### config.mk
export PLATFORM = sky130hd
export DESIGN_NAME = spst_ctrl
export DESIGN_NICKNAME = d
export VERILOG_FILES = /design/src/rtl/spst_pkg.sv /design/src/rtl/spst_ctrl.sv
export SDC_FILE = /design/constraint.sdc
export NUM_CORES = 1
export LEC_CHECK = 0
export BUFFER_PORTS_ARGS = -buffer_cell sky130_fd_sc_hd__buf_2
export CAP_MARGIN = 30
export CORE_MARGIN = 4
export CORE_UTILIZATION = 57
export CTS_BUF_LIST = sky130_fd_sc_hd__clkbuf_4 sky130_fd_sc_hd__clkbuf_8
export DETAILED_ROUTE_END_ITERATION = 8
export GPL_TIMING_DRIVEN = 0
export PLACE_DENSITY = 0.95
export RECOVER_POWER = 100
export SYNTH_ARGS = -nofsm -noshare
export SYNTH_HDL_FRONTEND = slang
export SYNTH_SLANG_ARGS = --single-unit
### constraint.sdc
create_clock -name i_clk -period 5.3 [get_ports i_clk]
set_input_delay 0.53 -clock i_clk [delete_from_list [all_inputs] [get_ports i_clk]]
set_output_delay 0.53 -clock i_clk [all_outputs]
set_load 0.02 [all_outputs]
### src/rtl/spst_pkg.sv
// ----------------------------------------------------------------------------
// Sparse polynomial store package
// Shared constants, state machine type and the command and status structs
// that join the controller and the datapath.
// ----------------------------------------------------------------------------
package spst_pkg;

    localparam int NUM_POLYS_DEF = 16;
    localparam int MAX_TERMS_DEF = 16;

    localparam logic [2:0] OP_CREATE = 3'd0;
    localparam logic [2:0] OP_ADD    = 3'd1;
    localparam logic [2:0] OP_EVAL   = 3'd2;
    localparam logic [2:0] OP_SCALE  = 3'd3;
    localparam logic [2:0] OP_DIFF   = 3'd4;
    localparam logic [2:0] OP_LIST   = 3'd5;

    localparam logic [2:0] ST_OK        = 3'd0;
    localparam logic [2:0] ST_DUP       = 3'd1;
    localparam logic [2:0] ST_NOT_FOUND = 3'd2;
    localparam logic [2:0] ST_FULL      = 3'd3;
    localparam logic [2:0] ST_EMPTY     = 3'd4;

    typedef enum logic [4:0] {
        S_IDLE,
        S_DISPATCH,
        S_FIND_RD,
        S_FIND_CMP,
        S_NEW,
        S_CNT_RD,
        S_CNT_LD,
        S_OP,
        S_ADD_RD,
        S_ADD_CMP,
        S_REM_CHK,
        S_REM_WR,
        S_INS_CHK,
        S_INS_WR,
        S_EV_CHK,
        S_EV_LD,
        S_EV_POW,
        S_EV_MUL,
        S_EV_ACC,
        S_SC_CHK,
        S_SC_MUL,
        S_SC_WR,
        S_DF_CHK,
        S_DF_LD,
        S_DF_WR,
        S_LS_RD,
        S_LS_EMIT,
        S_RESULT
    } t_state;

    typedef enum logic [1:0] {
        OFF_SAME,
        OFF_NEXT,
        OFF_PREV
    } t_term_off;

    typedef enum logic [1:0] {
        WR_MERGE,
        WR_COPY,
        WR_NEW,
        WR_PROD
    } t_wr_src;

    typedef enum logic [1:0] {
        CNT_INC,
        CNT_DEC,
        CNT_DERIV
    } t_cnt_src;

    typedef enum logic [1:0] {
        MUL_POWER,
        MUL_SCALE,
        MUL_DERIV
    } t_mul_src;

    typedef struct packed {
        logic      latch;
        logic      ld_target2;
        logic      name_rd;
        logic      pi_inc;
        logic      src_ld;
        logic      create;
        logic      cnt_rd;
        logic      tcnt_ld;
        logic      term_rd;
        t_term_off off;
        logic      term_wr;
        logic      wr_dst;
        t_wr_src   wr_src;
        logic      cnt_wr;
        t_cnt_src  cnt_src;
        logic      ti_clr;
        logic      ti_inc;
        logic      ti_dec;
        logic      ti_set_tcnt;
        logic      pos_ld;
        logic      n_clr;
        logic      n_inc;
        logic      pow_init;
        logic      pow_step;
        logic      prod_ld;
        t_mul_src  mul_src;
        logic      acc_add;
        logic      emit_final;
        logic      emit_list;
        logic [2:0] code;
    } t_cmd;

    typedef struct packed {
        logic [2:0] op;
        logic       coef_zero;
        logic       name_match;
        logic       pi_last;
        logic       count_zero;
        logic       store_full;
        logic       ti_end;
        logic       ti_at_pos;
        logic       ti_last;
        logic       tcnt_full;
        logic       tcnt_zero;
        logic       rd_expo_gt;
        logic       rd_expo_eq;
        logic       sum_zero;
        logic       rd_expo_zero;
        logic       pow_done;
        logic       out_free;
    } t_stat;

endpackage

### src/rtl/spst_ctrl.sv
// ----------------------------------------------------------------------------
// Sparse polynomial store controller
// Sequences each request through the name lookups, term walks and result it needs.
// ----------------------------------------------------------------------------
module spst_ctrl
    import spst_pkg::*;
(
    input  logic  i_clk,
    input  logic  i_rst_n,
    input  logic  i_in_valid,
    output logic  o_in_stall,
    input  t_stat i_stat,
    output t_cmd  o_cmd
);

    t_state     r_state, n_state;
    logic       r_second, n_second;
    logic [2:0] r_code, n_code;
    logic       w_creating;
    t_cmd       cmd;

    always_ff @(posedge i_clk) begin
        if (!i_rst_n) begin
            r_state  <= S_IDLE;
            r_second <= 1'b0;
            r_code   <= ST_OK;
        end else begin
            r_state  <= n_state;
            r_second <= n_second;
            r_code   <= n_code;
        end
    end

    assign w_creating = (i_stat.op == OP_CREATE) || r_second;

    always_comb begin
        n_state  = r_state;
        n_second = r_second;
        n_code   = r_code;
        cmd      = '0;
        case (r_state)
            S_IDLE: begin
                if (i_in_valid) begin
                    cmd.latch = 1'b1;
                    n_second  = 1'b0;
                    n_state   = S_DISPATCH;
                end
            end
            S_DISPATCH: begin
                if (i_stat.op > OP_LIST || (i_stat.op == OP_ADD && i_stat.coef_zero)) begin
                    n_code  = ST_OK;
                    n_state = S_RESULT;
                end else if (i_stat.count_zero) begin
                    if (i_stat.op == OP_CREATE) begin
                        n_state = S_NEW;
                    end else begin
                        n_code  = ST_NOT_FOUND;
                        n_state = S_RESULT;
                    end
                end else begin
                    n_state = S_FIND_RD;
                end
            end
            S_FIND_RD: begin
                cmd.name_rd = 1'b1;
                n_state     = S_FIND_CMP;
            end
            S_FIND_CMP: begin
                if (i_stat.name_match) begin
                    if (w_creating) begin
                        n_code  = ST_DUP;
                        n_state = S_RESULT;
                    end else begin
                        cmd.src_ld = 1'b1;
                        n_state    = S_CNT_RD;
                    end
                end else if (i_stat.pi_last) begin
                    if (w_creating) begin
                        n_state = S_NEW;
                    end else begin
                        n_code  = ST_NOT_FOUND;
                        n_state = S_RESULT;
                    end
                end else begin
                    cmd.pi_inc = 1'b1;
                    n_state    = S_FIND_RD;
                end
            end
            S_NEW: begin
                if (i_stat.store_full) begin
                    n_code  = ST_FULL;
                    n_state = S_RESULT;
                end else begin
                    cmd.create = 1'b1;
                    if (i_stat.op == OP_CREATE) begin
                        n_code  = ST_OK;
                        n_state = S_RESULT;
                    end else begin
                        cmd.ti_clr = 1'b1;
                        cmd.n_clr  = 1'b1;
                        n_state    = S_DF_CHK;
                    end
                end
            end
            S_CNT_RD: begin
                cmd.cnt_rd = 1'b1;
                n_state    = S_CNT_LD;
            end
            S_CNT_LD: begin
                cmd.tcnt_ld = 1'b1;
                n_state     = S_OP;
            end
            S_OP: begin
                cmd.ti_clr = 1'b1;
                case (i_stat.op)
                    OP_ADD:   n_state = S_ADD_RD;
                    OP_EVAL:  n_state = S_EV_CHK;
                    OP_SCALE: n_state = S_SC_CHK;
                    OP_DIFF: begin
                        cmd.ld_target2 = 1'b1;
                        n_second       = 1'b1;
                        n_state        = S_FIND_RD;
                    end
                    OP_LIST: begin
                        if (i_stat.tcnt_zero) begin
                            n_code  = ST_EMPTY;
                            n_state = S_RESULT;
                        end else begin
                            n_state = S_LS_RD;
                        end
                    end
                    default: begin
                        n_code  = ST_OK;
                        n_state = S_RESULT;
                    end
                endcase
            end
            S_ADD_RD: begin
                if (i_stat.ti_end) begin
                    if (i_stat.tcnt_full) begin
                        n_code  = ST_FULL;
                        n_state = S_RESULT;
                    end else begin
                        cmd.pos_ld      = 1'b1;
                        cmd.ti_set_tcnt = 1'b1;
                        n_state         = S_INS_CHK;
                    end
                end else begin
                    cmd.term_rd = 1'b1;
                    cmd.off     = OFF_SAME;
                    n_state     = S_ADD_CMP;
                end
            end
            S_ADD_CMP: begin
                if (i_stat.rd_expo_gt) begin
                    cmd.ti_inc = 1'b1;
                    n_state    = S_ADD_RD;
                end else if (i_stat.rd_expo_eq) begin
                    cmd.term_wr = 1'b1;
                    cmd.wr_src  = WR_MERGE;
                    if (i_stat.sum_zero) begin
                        n_state = S_REM_CHK;
                    end else begin
                        n_code  = ST_OK;
                        n_state = S_RESULT;
                    end
                end else if (i_stat.tcnt_full) begin
                    n_code  = ST_FULL;
                    n_state = S_RESULT;
                end else begin
                    cmd.pos_ld      = 1'b1;
                    cmd.ti_set_tcnt = 1'b1;
                    n_state         = S_INS_CHK;
                end
            end
            S_REM_CHK: begin
                if (i_stat.ti_last) begin
                    cmd.cnt_wr  = 1'b1;
                    cmd.cnt_src = CNT_DEC;
                    n_code      = ST_OK;
                    n_state     = S_RESULT;
                end else begin
                    cmd.term_rd = 1'b1;
                    cmd.off     = OFF_NEXT;
                    n_state     = S_REM_WR;
                end
            end
            S_REM_WR: begin
                cmd.term_wr = 1'b1;
                cmd.wr_src  = WR_COPY;
                cmd.ti_inc  = 1'b1;
                n_state     = S_REM_CHK;
            end
            S_INS_CHK: begin
                if (i_stat.ti_at_pos) begin
                    cmd.term_wr = 1'b1;
                    cmd.wr_src  = WR_NEW;
                    cmd.cnt_wr  = 1'b1;
                    cmd.cnt_src = CNT_INC;
                    n_code      = ST_OK;
                    n_state     = S_RESULT;
                end else begin
                    cmd.term_rd = 1'b1;
                    cmd.off     = OFF_PREV;
                    n_state     = S_INS_WR;
                end
            end
            S_INS_WR: begin
                cmd.term_wr = 1'b1;
                cmd.wr_src  = WR_COPY;
                cmd.ti_dec  = 1'b1;
                n_state     = S_INS_CHK;
            end
            S_EV_CHK: begin
                if (i_stat.ti_end) begin
                    n_code  = ST_OK;
                    n_state = S_RESULT;
                end else begin
                    cmd.term_rd = 1'b1;
                    cmd.off     = OFF_SAME;
                    n_state     = S_EV_LD;
                end
            end
            S_EV_LD: begin
                cmd.pow_init = 1'b1;
                n_state      = S_EV_POW;
            end
            S_EV_POW: begin
                cmd.pow_step = 1'b1;
                if (i_stat.pow_done) begin
                    n_state = S_EV_MUL;
                end
            end
            S_EV_MUL: begin
                cmd.prod_ld = 1'b1;
                cmd.mul_src = MUL_POWER;
                n_state     = S_EV_ACC;
            end
            S_EV_ACC: begin
                cmd.acc_add = 1'b1;
                cmd.ti_inc  = 1'b1;
                n_state     = S_EV_CHK;
            end
            S_SC_CHK: begin
                if (i_stat.ti_end) begin
                    n_code  = ST_OK;
                    n_state = S_RESULT;
                end else begin
                    cmd.term_rd = 1'b1;
                    cmd.off     = OFF_SAME;
                    n_state     = S_SC_MUL;
                end
            end
            S_SC_MUL: begin
                cmd.prod_ld = 1'b1;
                cmd.mul_src = MUL_SCALE;
                n_state     = S_SC_WR;
            end
            S_SC_WR: begin
                cmd.term_wr = 1'b1;
                cmd.wr_src  = WR_PROD;
                cmd.ti_inc  = 1'b1;
                n_state     = S_SC_CHK;
            end
            S_DF_CHK: begin
                if (i_stat.ti_end) begin
                    cmd.cnt_wr  = 1'b1;
                    cmd.cnt_src = CNT_DERIV;
                    n_code      = ST_OK;
                    n_state     = S_RESULT;
                end else begin
                    cmd.term_rd = 1'b1;
                    cmd.off     = OFF_SAME;
                    n_state     = S_DF_LD;
                end
            end
            S_DF_LD: begin
                if (i_stat.rd_expo_zero) begin
                    cmd.cnt_wr  = 1'b1;
                    cmd.cnt_src = CNT_DERIV;
                    n_code      = ST_OK;
                    n_state     = S_RESULT;
                end else begin
                    cmd.prod_ld = 1'b1;
                    cmd.mul_src = MUL_DERIV;
                    n_state     = S_DF_WR;
                end
            end
            S_DF_WR: begin
                cmd.term_wr = 1'b1;
                cmd.wr_dst  = 1'b1;
                cmd.wr_src  = WR_PROD;
                cmd.n_inc   = 1'b1;
                cmd.ti_inc  = 1'b1;
                n_state     = S_DF_CHK;
            end
            S_LS_RD: begin
                cmd.term_rd = 1'b1;
                cmd.off     = OFF_SAME;
                n_state     = S_LS_EMIT;
            end
            S_LS_EMIT: begin
                if (i_stat.out_free) begin
                    cmd.emit_list = 1'b1;
                    if (i_stat.ti_last) begin
                        n_state = S_IDLE;
                    end else begin
                        cmd.ti_inc = 1'b1;
                        n_state    = S_LS_RD;
                    end
                end
            end
            S_RESULT: begin
                if (i_stat.out_free) begin
                    cmd.emit_final = 1'b1;
                    cmd.code       = r_code;
                    n_state        = S_IDLE;
                end
            end
            default: begin
                n_state = S_IDLE;
            end
        endcase
    end

    assign o_cmd      = cmd;
    assign o_in_stall = (r_state != S_IDLE);

endmodule

**After elaboration in Yosys (flattened, before gate mapping)**

Cells that the tools add are included.

- Memory bits (writable): 0
- Bits in latches: 0
- Memories kept: 0
- Register bits after elaboration: 9
- Bits in read-only memories: 0
- Bits of input ports: 22

- Div/mod/pow operators: 0
- Reductions and logical operators: 18
- Shifts and indexed selects: 0
- Muxes and demuxes: 105
- $lt $le $gt $ge: 1
- Multiply operators: 0
- $add $sub $neg: 0
- Bitwise logic cells: 0
- Equality and inequality tests: 52

Operators by type and width:

| cell | number |
|---|---|
| case mux 5 bit (28 select lines) | 1 |
| two-way mux 5 bit | 22 |
| two-way mux 3 bit | 28 |
| == test 5 bit (second input constant) | 12 |
| == test 5 x 4 -> 1 bit (second input constant) | 8 |
| two-way mux 1 bit | 32 |
| case mux 3 bit (10 select lines) | 1 |
| case mux 5 bit (5 select lines) | 1 |
| inequality test 3 bit (second input constant) | 8 |
| case mux 3 bit (4 select lines) | 2 |
| == test 5 x 3 -> 1 bit (second input constant) | 4 |
| inequality test 2 bit (second input constant) | 10 |
| AND reduction 16 bit | 1 |
| OR reduction 4 bit | 4 |
| two-way mux 2 bit | 7 |
| two-way mux 4 bit | 3 |
| == test 5 x 2 -> 1 bit (second input constant) | 2 |
| nonzero test 10 bit | 1 |
| case mux 3 bit (3 select lines) | 1 |
| == test 3 x 2 -> 1 bit (second input constant) | 2 |
| == test 3 bit (second input constant) | 2 |
| case mux 1 bit (3 select lines) | 2 |
| case mux 2 bit (3 select lines) | 1 |
| case mux 3 bit (2 select lines) | 1 |
| 16 further kinds | 20 |

**Depth between registers and ports, before layout**

Gate-level depths: netlist of the first run.

- Word-level depth: 6
- Gate-level depth with buffers: 9
- Depth with buffers taken out: 8

**Worst setup path after synthesis of the first run**

Ideal clock, no wire load.

- Kind: register to output
- Start: register r_state[1]
- End: output o_cmd[16] (netlist name)
- Setup slack: 2,833 ps
- Cell stages (with the launch flop): 8
- Arrival time: 1,937 ps
- Cell sequence: dfxtp_1 > clkbuf_1 > clkbuf_1 > clkbuf_1 > o211ai_1 > o21ai_0 > a22oi_1 > o21ai_0

RTL lines:

| element | RTL line | text |
|---|---|---|
| start, declared | spst_ctrl.sv:16 | `t_state r_state, n_state;` |
| start signal, assigned | spst_ctrl.sv:28 | `r_state <= n_state;` |
| end, declared | spst_ctrl.sv:13 | `output t_cmd o_cmd` |

==> results of run 1 <==
[worst reg2reg max path: cells and delay by family, from the launching register on]
kind	cells	cell delay, ns
AND/OR/NAND/NOR	1	0.10
buffers and inverters	4	1.86
flip-flops	1	0.42
AO/OA/AOI/OAI	2	0.47
[stage by stage]
step / setup slack (ns) / std cells / area, µm²
6_report: 1.60 / 378 / 2100
5_1_grt: 1.52 / 378 / 2100
4_1_cts: 2.12 / 378 / 2140
3_5_place_dp: 2.44 / 374 / 2110
3_3_place_gp: 2.39 / 374 / 2110
2_1_floorplan: 2.83 / 275 / 1780
[cells in the mapped netlist (3+ instances only)]
| library cell | count | share of area |
|---|---|---|
| nand3b_1 | 6 | 0.025 |
| buf_2 | 9 | 0.025 |
| nor3b_1 | 4 | 0.017 |
| inv_1 | 7 | 0.015 |
| nor2b_1 | 11 | 0.039 |
| and3_1 | 3 | 0.011 |
| nor3_1 | 10 | 0.028 |
| clkbuf_1 | 11 | 0.023 |
| nand3_1 | 11 | 0.031 |
| o22ai_1 | 4 | 0.014 |
| dfxtp_1 | 9 | 0.10 |
| a21o_1 | 3 | 0.013 |
| o311ai_0 | 3 | 0.015 |
| and2_1 | 5 | 0.018 |
| o211ai_1 | 5 | 0.021 |
| a31oi_1 | 3 | 0.011 |
| or3_1 | 3 | 0.011 |
| a21oi_1 | 15 | 0.042 |
| o21ai_0 | 16 | 0.045 |
| nor2_1 | 38 | 0.080 |
| nand2b_1 | 9 | 0.032 |
| o21bai_1 | 3 | 0.013 |
| mux2i_1 | 5 | 0.028 |
| nor4_1 | 4 | 0.014 |
| nand2_1 | 21 | 0.044 |
| or3b_2 | 5 | 0.025 |
[metal layers]
metal  up-vias  GRT usage
met1      1084      0.423
met2       206      0.535
met5         -          0
li1       1141          -
met4         0      0.159
met3        27     0.0911
[sequential cells by signal (all words and copies together) (netlist names)]
register,cells
r_state,5
r_code,3
r_second,1
[cell families (layout without fill, tap and decap cells)]
group / after synthesis / in the layout / synth area share
buffers and inverters: 33 / 94 / 0.0887
XOR/XNOR: 1 / 1 / 0.00493
flip-flops: 9 / 9 / 0.101
AND/OR/NAND/NOR: 143 / 143 / 0.438
adder cells (fa/ha/maj): 2 / 2 / 0.0141
multiplexers: 6 / 6 / 0.0345
AO/OA/AOI/OAI: 81 / 81 / 0.318
[layout make-up]
| type | instances | share of cell area |
|---|---|---|
| flip-flops and latches | 9 | 0.0860 |
| multi-input cells | 233 | 0.684 |
| repair buffers | 57 | 0.119 |
| well taps | 42 | 0.0251 |
| plain buffers | 26 | 0.0597 |
| clock buffers | 4 | 0.0143 |
| inverters | 7 | 0.0125 |
[how the worst max path moves through the flow]
stage | start | to | cells after the start
final | r_state[0] | o_cmd[16] | 8
after global routing | r_state[0] | o_cmd[16] | 8
after global placement | r_state[0] | o_cmd[16] | 8
after detailed placement | r_state[0] | o_cmd[16] | 8
after floorplan | r_state[1] | o_cmd[16] | 7
after CTS | r_state[0] | o_cmd[16] | 8
[power by group through the flow]
stage / Combinational, mW / Sequential, mW / Clock, mW
global route: 0.879 / 0.115 / 0.0677
CTS: 0.802 / 0.111 / 0.0630
floorplan: 0.586 / 0.105 / 0
global placement: 0.795 / 0.110 / 0
detailed placement: 0.799 / 0.113 / 0
finish: 0.821 / 0.113 / 0.0627
==> results by group, run 1 <==
Outcome
  • Run status: complete, no violations

Global route
  • Global-route wire length before repair: 11,000 µm
  • Antenna violations before repair: 0
  • Grt total ovfl: 0
  • Largest net degree at the start of global routing: 11
  • Gr usage total: 0.338
  • Number of global-route vias before repair: 2,243

Setup path
  • Cell family with most CP delay: buffers and inverters
  • Worst R2R Path Depth: 7
  • Worst path most repeated cell: clkbuf_1
  • Cell Chain, Critical Path: clkbuf_1 > clkbuf_1 > clkbuf_1 > clkbuf_1 > o21ai_0 > a22oi_1 > o21ai_0 > clkbuf_1
  • Crit end category: primary output
  • Reg2reg start: r_state[0]
  • Startpoint types: register
  • RR Endpoint: r_state[0]
  • Worst stage delay on the critical path: 0.51 ns
  • Critical path peak fanout: 10
  • Setup slack on the worst flop-to-flop path: 2.33 ns
  • WP data required: 4.77 ns
  • Crit path arrival time: 3.17 ns
  • Setup Crit Path Kind: reg2out
  • Slowest stage cell, crit path: clkbuf_1
  • Worst path bufs/invs: 5

Synth
  • Post-Syn Instances: 275
  • Post-synth cell types: 65
  • Syn Area/Cell: 6.46 µm²
  • EDFF count, synth: 0
  • Top FF cell, synth: dfxtp_1
  • Post-synth ARST share: 0
  • Mapped Area: 0.00178 mm²
  • Sequential area share after synthesis: 0.101
  • Syn nets: 299
  • Synth Register Bits: 9
  • Ys Warns: 0

Clock tree
  • H-tree levels: 1
  • Clk_lat worst skew: 0.28 ns
  • CTS clk-pin slew, worst paths: 0.07 ns
  • Post_cts resized: 0
  • Max clock buf depth: 2
  • Cts-stage hold buffer count: 0
  • Postcts setup bufs: 0
  • Total clock sinks: 9
  • Num CTS Buffers: 3
  • CTS tree: built
  • CTS Root Cell: clkbuf_4

Layout
  • Final design utilization: 0.729
  • Fill count: 286
  • Area delta synth->final: 18.0%
  • Layout net count: 361
  • Register area: 180 µm²
  • Most frequent cells in the layout: clkbuf_1 (46), nor2_1 (38), buf_2 (32)
  • Antenna Cells: 0
  • Layout cells sized above 1: 0.164
  • Area of the multi-input gates: 0.00143 mm²
  • Commonest non-fill, non-tap cell in the layout: clkbuf_1

STA
  • Unrepaired setup endpoints after global routing: false
  • # setup viols final: 0
  • Final Cycle Share: 0.699
  • Worst-margin pin slew: 0.692 ns
  • Hold_ws: 0.507 ns
  • Fmax: 270 MHz
  • Slew Limit Fails: 0
  • Fin Setup TNS: 0 ns
  • Skew final: 0.00212 ns
  • Slew Limit Headroom: 0.535
  • Post-layout min period: 3.70 ns
  • Final Hold Violating Endpoints: 0

Drt
  • WL final: 7050 µm
  • Met2 routed WL: 3080 µm
  • DRT iter0 DRCs: 328
  • DR WL met3: 939 µm
  • Max layer used: met4
  • Met1 wire length: 2780 µm
  • Post-route ant nets: 0
  • WL/cell: 18.6 µm
  • Drt via density: 6.50
  • Vias: 2,458
  • Residual DRC: 0
  • Drt first pass iters: 5

Pwr
  • Combinational share of power: 0.824
  • Switching pwr: 596 µW
  • Sw Ratio: 0.598
  • Cell-internal power: 401 µW
  • Reg power frac: 0.113
  • Total power: 997 µW
  • Peak supply drop: 0.294 mV
  • LEAKAGE: 0.810 nW
  • Power Dens Cells: 476 mW/mm²
  • Clock network power share: 0.063

Floorplanning
  • Die area: 0.00407 mm²
  • Die X-Extent: 63.8 µm
  • Die Height: 63.8 µm
  • # rows: 19
  • IO Count: 59
  • Initial Utilization: 0.618
  • Core ar.: 0.00288 mm²

Min path
  • Hold Path Sink: r_code[2]
  • Worst Hold Class: reg2reg
  • Hold Crit Start: r_code[2]
  • Worst hold stages: 2

Placement
  • # port buffers: 57
  • Post-DP HPWL: 5460 µm
  • RD Place Congestion: 1.02

Job
  • Maxcap violations: 0
Power figures use the tool's default switching activity.
==> run 2, diff against run 1 <==
--- a/config.mk
+++ b/config.mk
@@ -5,14 +5,15 @@
 export SDC_FILE = /design/constraint.sdc
 export NUM_CORES = 1
 export LEC_CHECK = 0
+export ABC_AREA = 1
 export BUFFER_PORTS_ARGS = -buffer_cell sky130_fd_sc_hd__buf_2
 export CAP_MARGIN = 30
 export CORE_MARGIN = 4
-export CORE_UTILIZATION = 57
+export CORE_UTILIZATION = 52
 export CTS_BUF_LIST = sky130_fd_sc_hd__clkbuf_4 sky130_fd_sc_hd__clkbuf_8
 export DETAILED_ROUTE_END_ITERATION = 8
 export GPL_TIMING_DRIVEN = 0
-export PLACE_DENSITY = 0.95
+export PLACE_DENSITY = 0.94
 export RECOVER_POWER = 100
 export SYNTH_ARGS = -nofsm -noshare
 export SYNTH_HDL_FRONTEND = slang
==> constraint.sdc (replaced) <==
create_clock -name i_clk -period 3.7 [get_ports i_clk]
set_input_delay 0.37 -clock i_clk [delete_from_list [all_inputs] [get_ports i_clk]]
set_output_delay 0.37 -clock i_clk [all_outputs]
set_load 0.02 [all_outputs]
==> run 2 against run 1 <==
Count of clock-buffer cells in the layout stayed put. Synthesized area is 6.2% lower. Non-clock buffer count is 20 lower. First-iteration DRC count is 28% lower. Critical endpoint is now o_cmd[35]. Largest cell class unchanged. Largest power group unchanged.
==> results by group, run 2 <==
Clock tree
  • Postcts setup bufs: 0
  • Num CTS Buffers: 3
  • CTS clk-pin slew, worst paths: 0.06 ns
  • Post_cts resized: 0
  • Clk_lat worst skew: 0.26 ns
  • Total clock sinks: 9
  • Cts-stage hold buffer count: 0
  • Max clock buf depth: 2
  • CTS Root Cell: clkbuf_4
  • CTS tree: built
  • H-tree levels: 1

Floorplanning
  • Initial Utilization: 0.546
  • # rows: 20
  • IO Count: 59
  • Die area: 0.00417 mm²
  • Die Height: 64.6 µm
  • Core ar.: 0.00305 mm²
  • Die X-Extent: 64.6 µm

STA
  • Slew Limit Headroom: 0.607
  • Worst-margin pin slew: 0.587 ns
  • # setup viols final: 0
  • Final Hold Violating Endpoints: 0
  • Skew final: 0.00491 ns
  • Post-layout min period: 2.90 ns
  • Hold_ws: 0.387 ns
  • Unrepaired setup endpoints after global routing: false
  • Fin Setup TNS: 0 ns
  • Fmax: 345 MHz
  • Setup ws final: 0.804 ns
  • Slew Limit Fails: 0
  • Final Cycle Share: 0.783

Drt
  • Residual DRC: 0
  • WL final: 6250 µm
  • Drt via density: 5.64
  • WL/cell: 14.1 µm
  • Vias: 2,498
  • Drt first pass iters: 8
  • DRT iter0 DRCs: 235
  • Post-route ant nets: 0

Synth
  • Synth cell count leaders: nand2_1 (82), nor2_1 (61), inv_1 (52)
  • Post-Syn Instances: 337
  • Syn Area/Cell: 4.95 µm²
  • Most common cell in the netlist: nand2_1
  • Syn nets: 361
  • Mapped Area: 0.00167 mm²
  • Yosys top cell area share: 0.185
  • Ys Warns: 0
  • Area contributors post-synth: nand2_1 (18%), nand3_1 (15%), nor2_1 (14%), inv_1 (12%), dfxtp_1 (11%)
  • EDFF count, synth: 0
  • Top FF cell, synth: dfxtp_1
  • Post-synth cell types: 28
  • Post-synth ARST share: 0
  • Synth Register Bits: 9
  • Sequential area share after synthesis: 0.108
  • Cell taking the most area after synthesis: nand2_1

Layout
  • Layout net count: 424
  • Commonest non-fill, non-tap cell in the layout: nand2_1
  • Most frequent cells in the layout: nand2_1 (83), nor2_1 (62), inv_1 (55)
  • Regs by FF count: r_state (5), r_code (3), r_second (1)
  • Layout cells sized above 1: 0.125
  • Area delta synth->final: 18.8%
  • Biggest register: r_state
  • Largest register FFs: 5
  • Antenna Cells: 0

Global route
  • Met3 Use GR: 0.0537
  • Grt total ovfl: 0
  • Global-route wire length before repair: 10,300 µm
  • Grt peak-use layer: met2
  • Number of global-route vias before repair: 2,268
  • M2 GR Usage: 0.524
  • Gr usage total: 0.310
  • Routing usage on met1: 0.394
  • Largest net degree at the start of global routing: 11
  • Antenna violations before repair: 0

Setup path
  • RR Endpoint: r_state[2]
  • Reg2reg start: r_state[4]
  • Crit path arrival time: 2.53 ns
  • WP data required: 3.33 ns
  • Worst stage delay on the critical path: 0.46 ns
  • Critical path peak fanout: 10
  • Worst R2R Path Depth: 10
  • Setup slack on the worst flop-to-flop path: 1.35 ns
  • Worst path bufs/invs: 4
  • Setup Crit Path Kind: reg2out
  • Cell family with most CP delay: buffers and inverters
  • Slowest stage cell, crit path: clkbuf_1
  • Crit end category: primary output
  • Startpoint types: register
  • Cell Chain, Critical Path: inv_1 > clkbuf_1 > clkbuf_1 > nand3_1 > o21ai_0 > o21ai_0 > nor2_1 > buf_2

Job
  • Maxcap violations: 0

Pwr
  • Power Dens Cells: 520 mW/mm²
  • LEAKAGE: 1.26 nW
  • Peak supply drop: 0.447 mV
  • Total power: 1.03 mW

Min path
  • Hold Crit Start: i_rst_n
  • Hold Path Sink: r_code[1]
  • Worst Hold Class: in2reg
  • Worst hold stages: 3

Placement
  • Post-DP HPWL: 5160 µm
  • Setup WS pre-CTS: 1.59 ns
  • # port buffers: 58
  • RD Place Congestion: 1.04

Outcome
  • Run status: complete, no violations
==> run 2: changes by cell type after synthesis, sizes merged, moves of 7 or more <==
| cell | change |
|---|---|
| nand2 | +64 |
| inv | +53 |
| nand3 | +41 |
| nor2 | +30 |
| buf | -11 |
| nor2b | -11 |
| clkbuf | -10 |
| nand2b | -9 |
| nand4 | +7 |
| or3b | -7 |
==> run 2: kinds of logic after synthesis <==
group | share of synthesized area
DFF | 0.108
AOI/OAI and AO/OA | 0.110
adders and majority gates | 0.0150
and+or+nand+nor | 0.611
buffers and inverters | 0.156
==> run 2: final cells by class <==
cell class,instances,area [µm²]
multi-input combinational,263,1210
fill,357,1070
timing repair buffer,58,255
inverter,60,225
sequential,9,180
tap,44,55.1
clock buffer,4,30.0
buffer,5,26.3
==> run 2: worst reg2reg max path: stages (launching register included) <==
cell	delay, ns
dfxtp_1	0.43
inv_1	0.13
clkbuf_1	0.25
clkbuf_1	0.32
nand3_1	0.21
o21ai_0	0.16
nor2_1	0.16
nor3b_1	0.28
nand4_1	0.17
nand2_1	0.11
inv_1	0.04
==> run 2: worst max path at each step <==
stage	slack, ns	start	endpoint	cells after the start
final	0.80	r_state[4]	o_cmd[35]	8
after global routing	0.56	r_state[4]	o_cmd[35]	8
after CTS	1.31	r_state[3]	o_cmd[14]	6
after detailed placement	1.59	r_state[3]	o_cmd[14]	6
after global placement	1.61	r_state[3]	o_cmd[14]	6
after floorplan	1.61	r_state[3]	o_cmd[14]	5
==> run 2: power by group <==
part | switching (mW) | leakage, nW | internal (mW)
combinational | 0.548 | 1.17 | 0.224
sequential | 0.0421 | 0.0739 | 0.132
clock | 0.0337 | 0.0184 | 0.0488
==> run 2: metrics by stage <==
step	instance area (µm²)	std cells	util
detailed placement	2010	439	0.659
finish	1980	443	0.648
global placement	2010	439	0.659
floorplan	1670	337	-
CTS	2040	443	0.669
global route	1980	443	0.648
==> run 2: layer usage <==
metal,up-vias,wire length [µm]
met5,-,0
met2,166,2830
met4,0,133
met3,20,771
li1,1203,-
met1,1109,2510
==> run 3, diff against run 2 <==
--- a/config.mk
+++ b/config.mk
@@ -9,11 +9,11 @@
 export BUFFER_PORTS_ARGS = -buffer_cell sky130_fd_sc_hd__buf_2
 export CAP_MARGIN = 30
 export CORE_MARGIN = 4
-export CORE_UTILIZATION = 52
+export CORE_UTILIZATION = 47
 export CTS_BUF_LIST = sky130_fd_sc_hd__clkbuf_4 sky130_fd_sc_hd__clkbuf_8
 export DETAILED_ROUTE_END_ITERATION = 8
 export GPL_TIMING_DRIVEN = 0
-export PLACE_DENSITY = 0.94
+export PLACE_DENSITY = 0.9
 export RECOVER_POWER = 100
 export SYNTH_ARGS = -nofsm -noshare
 export SYNTH_HDL_FRONTEND = slang
==> constraint.sdc (replaced) <==
create_clock -name i_clk -period 2.4 [get_ports i_clk]
set_input_delay 0.24 -clock i_clk [delete_from_list [all_inputs] [get_ports i_clk]]
set_output_delay 0.24 -clock i_clk [all_outputs]
set_load 0.02 [all_outputs]
==> run 3 against run 2 <==
Register-to-register slack worse by 1.0 ns. Global-route usage down 5.2 points. Count of clock-buffer cells in the layout did not move. First-iteration DRC count down 22%. Core utilization fell by 5.8 points.
==> results by group, run 3 (synthesis gave the netlist of run 2 again) <==
Pwr
  • Reg power frac: 0.169
  • Power Dens Cells: 789 mW/mm²
  • Sw Ratio: 0.593
  • LEAKAGE: 1.29 nW
  • Peak supply drop: 0.535 mV
  • Cell-internal power: 642 µW
  • Clock network power share: 0.079
  • Total power: 1.58 mW
  • Switching pwr: 935 µW
  • Combinational share of power: 0.752

Layout
  • Area of the multi-input gates: 0.00121 mm²
  • Largest register FFs: 5
  • Layout cells sized above 1: 0.143
  • Regs by FF count: r_state (5), r_code (3), r_second (1)
  • Area delta synth->final: 20.0%
  • Biggest register: r_state
  • Antenna Cells: 0
  • Layout net count: 424
  • Final design utilization: 0.590
  • Post-route cell area: 0.00200 mm²
  • Most frequent cells in the layout: nand2_1 (83), nor2_1 (62), inv_1 (55)
  • Register area: 180 µm²
  • Fill count: 391
  • Commonest non-fill, non-tap cell in the layout: nand2_1

Drt
  • WL/cell: 13.6 µm
  • DRT iter0 DRCs: 183
  • Drt via density: 5.27
  • Residual DRC: 0
  • Drt first pass iters: 5
  • Vias: 2,347
  • WL final: 6040 µm
  • Post-route ant nets: 0

Clock tree
  • Num CTS Buffers: 3
  • Total clock sinks: 9
  • H-tree levels: 1
  • CTS Root Cell: clkbuf_4
  • CTS tree: built
  • Cts-stage hold buffer count: 0
  • CTS clk-pin slew, worst paths: 0.05 ns
  • Clk_lat worst skew: 0.26 ns
  • Max clock buf depth: 2

Setup path
  • Crit path arrival time: 2.00 ns
  • Worst R2R Path Depth: 10
  • Critical path peak fanout: 10
  • Worst stage delay on the critical path: 0.44 ns
  • Crit. path cell count: 6
  • Slowest stage cell, crit path: nor3_1
  • Reg2reg start: r_state[4]
  • Critical path startpoint: r_state[4]
  • WP data required: 2.16 ns
  • RR Endpoint: r_state[2]
  • Crit path capture: o_cmd[27]
  • Cell family with most CP delay: buffers and inverters
  • Worst path bufs/invs: 4
  • Cell Chain, Critical Path: inv_1 > buf_6 > buf_2 > nor3_1 > nand3b_1 > clkbuf_1
  • Startpoint types: register
  • Setup slack on the worst flop-to-flop path: 0.33 ns
  • Setup Crit Path Kind: reg2out
  • Crit end category: primary output

Floorplanning
  • Core ar.: 0.00339 mm²
  • # rows: 21
  • Die Height: 67.5 µm
  • Initial Utilization: 0.492
  • Die area: 0.00456 mm²
  • IO Count: 59
  • Die X-Extent: 67.5 µm

STA
  • Final Hold Violating Endpoints: 0
  • Worst-margin pin slew: 0.567 ns
  • Post-layout min period: 2.24 ns
  • Fmax: 446 MHz
  • Slew Limit Fails: 0
  • Slew Limit Headroom: 0.619
  • Skew final: 0.00333 ns
  • Unrepaired setup endpoints after global routing: false
  • Final Cycle Share: 0.934
  • Fin Setup TNS: 0 ns
  • # setup viols final: 0

Global route
  • Number of global-route vias before repair: 1,973
  • Largest net degree at the start of global routing: 11
  • Gr usage total: 0.258
  • Antenna violations before repair: 0
  • Global-route wire length before repair: 8860 µm
  • Grt total ovfl: 0

Placement
  • RD Place Congestion: 0.996
  • Post-DP HPWL: 5130 µm
  • # port buffers: 58
  • Area after DPL: 0.00201 mm²

Outcome
  • Run status: complete, no violations

Min path
  • Worst Hold Class: in2reg

Job
  • Maxcap violations: 0
## run 3: area by class of cell
class	instances	area share
Buffer	5	0.0175
Clock buffer	4	0.0150
Inverter	60	0.113
Multi-Input combinational cell	263	0.606
Sequential cell	9	0.0901
Tap cell	46	0.0288
Timing Repair Buffer	58	0.130
## run 3: worst min-delay path by stage
stage / startpoint / to / slack (ns) / depth (start not counted)
after floorplan: i_rst_n / r_state[1] / 0.34 / 2
after global placement: r_code[0] / r_code[0] / 0.46 / 2
after detailed placement: r_code[0] / r_code[0] / 0.49 / 2
after CTS: i_rst_n / r_state[1] / 0.26 / 3
after global routing: i_rst_n / r_state[2] / 0.27 / 3
final: i_rst_n / r_state[1] / 0.26 / 3
## run 3: power by group through the flow
stage	Sequential, mW	Combinational (mW)	Clock (mW)
after floorplan	0.257	0.872	0
after global placement	0.268	1.17	0
after detailed placement	0.271	1.18	0
after CTS	0.268	1.19	0.126
after global routing	0.272	1.32	0.132
final	0.267	1.19	0.124
## run 3: tightest hold or removal path, delay by kind of cell
kind                   cells  cell delay [ns]
AND/OR/NAND/NOR            1             0.07
buffers and inverters      2             0.18
## run 3: layer usage
| metal | global-route usage | vias to the layer above | wire, µm |
|---|---|---|---|
| li1 | - | 1209 | - |
| met1 | 0.352 | 1002 | 2580 |
| met2 | 0.418 | 122 | 2690 |
| met3 | 0.0183 | 14 | 607 |
| met4 | 0.106 | 0 | 160 |
| met5 | 0 | - | 0 |
## run 3: what timing repair did
| item | CTS | global route |
|---|---|---|
| buffers inserted | 0 | 0 |
| setup endpoints to repair | 0 | 1 |
| gates resized for setup | 0 | 1 |
## run 3: per-stage QoR
stage	setup WS (ns)	hold slack, ns	std cells
floorplan	0.445	0.338	337
global placement	0.340	0.463	441
detailed placement	0.327	0.488	441
CTS	0.0427	0.258	445
global route	0.0653	0.273	445
finish	0.159	0.262	445
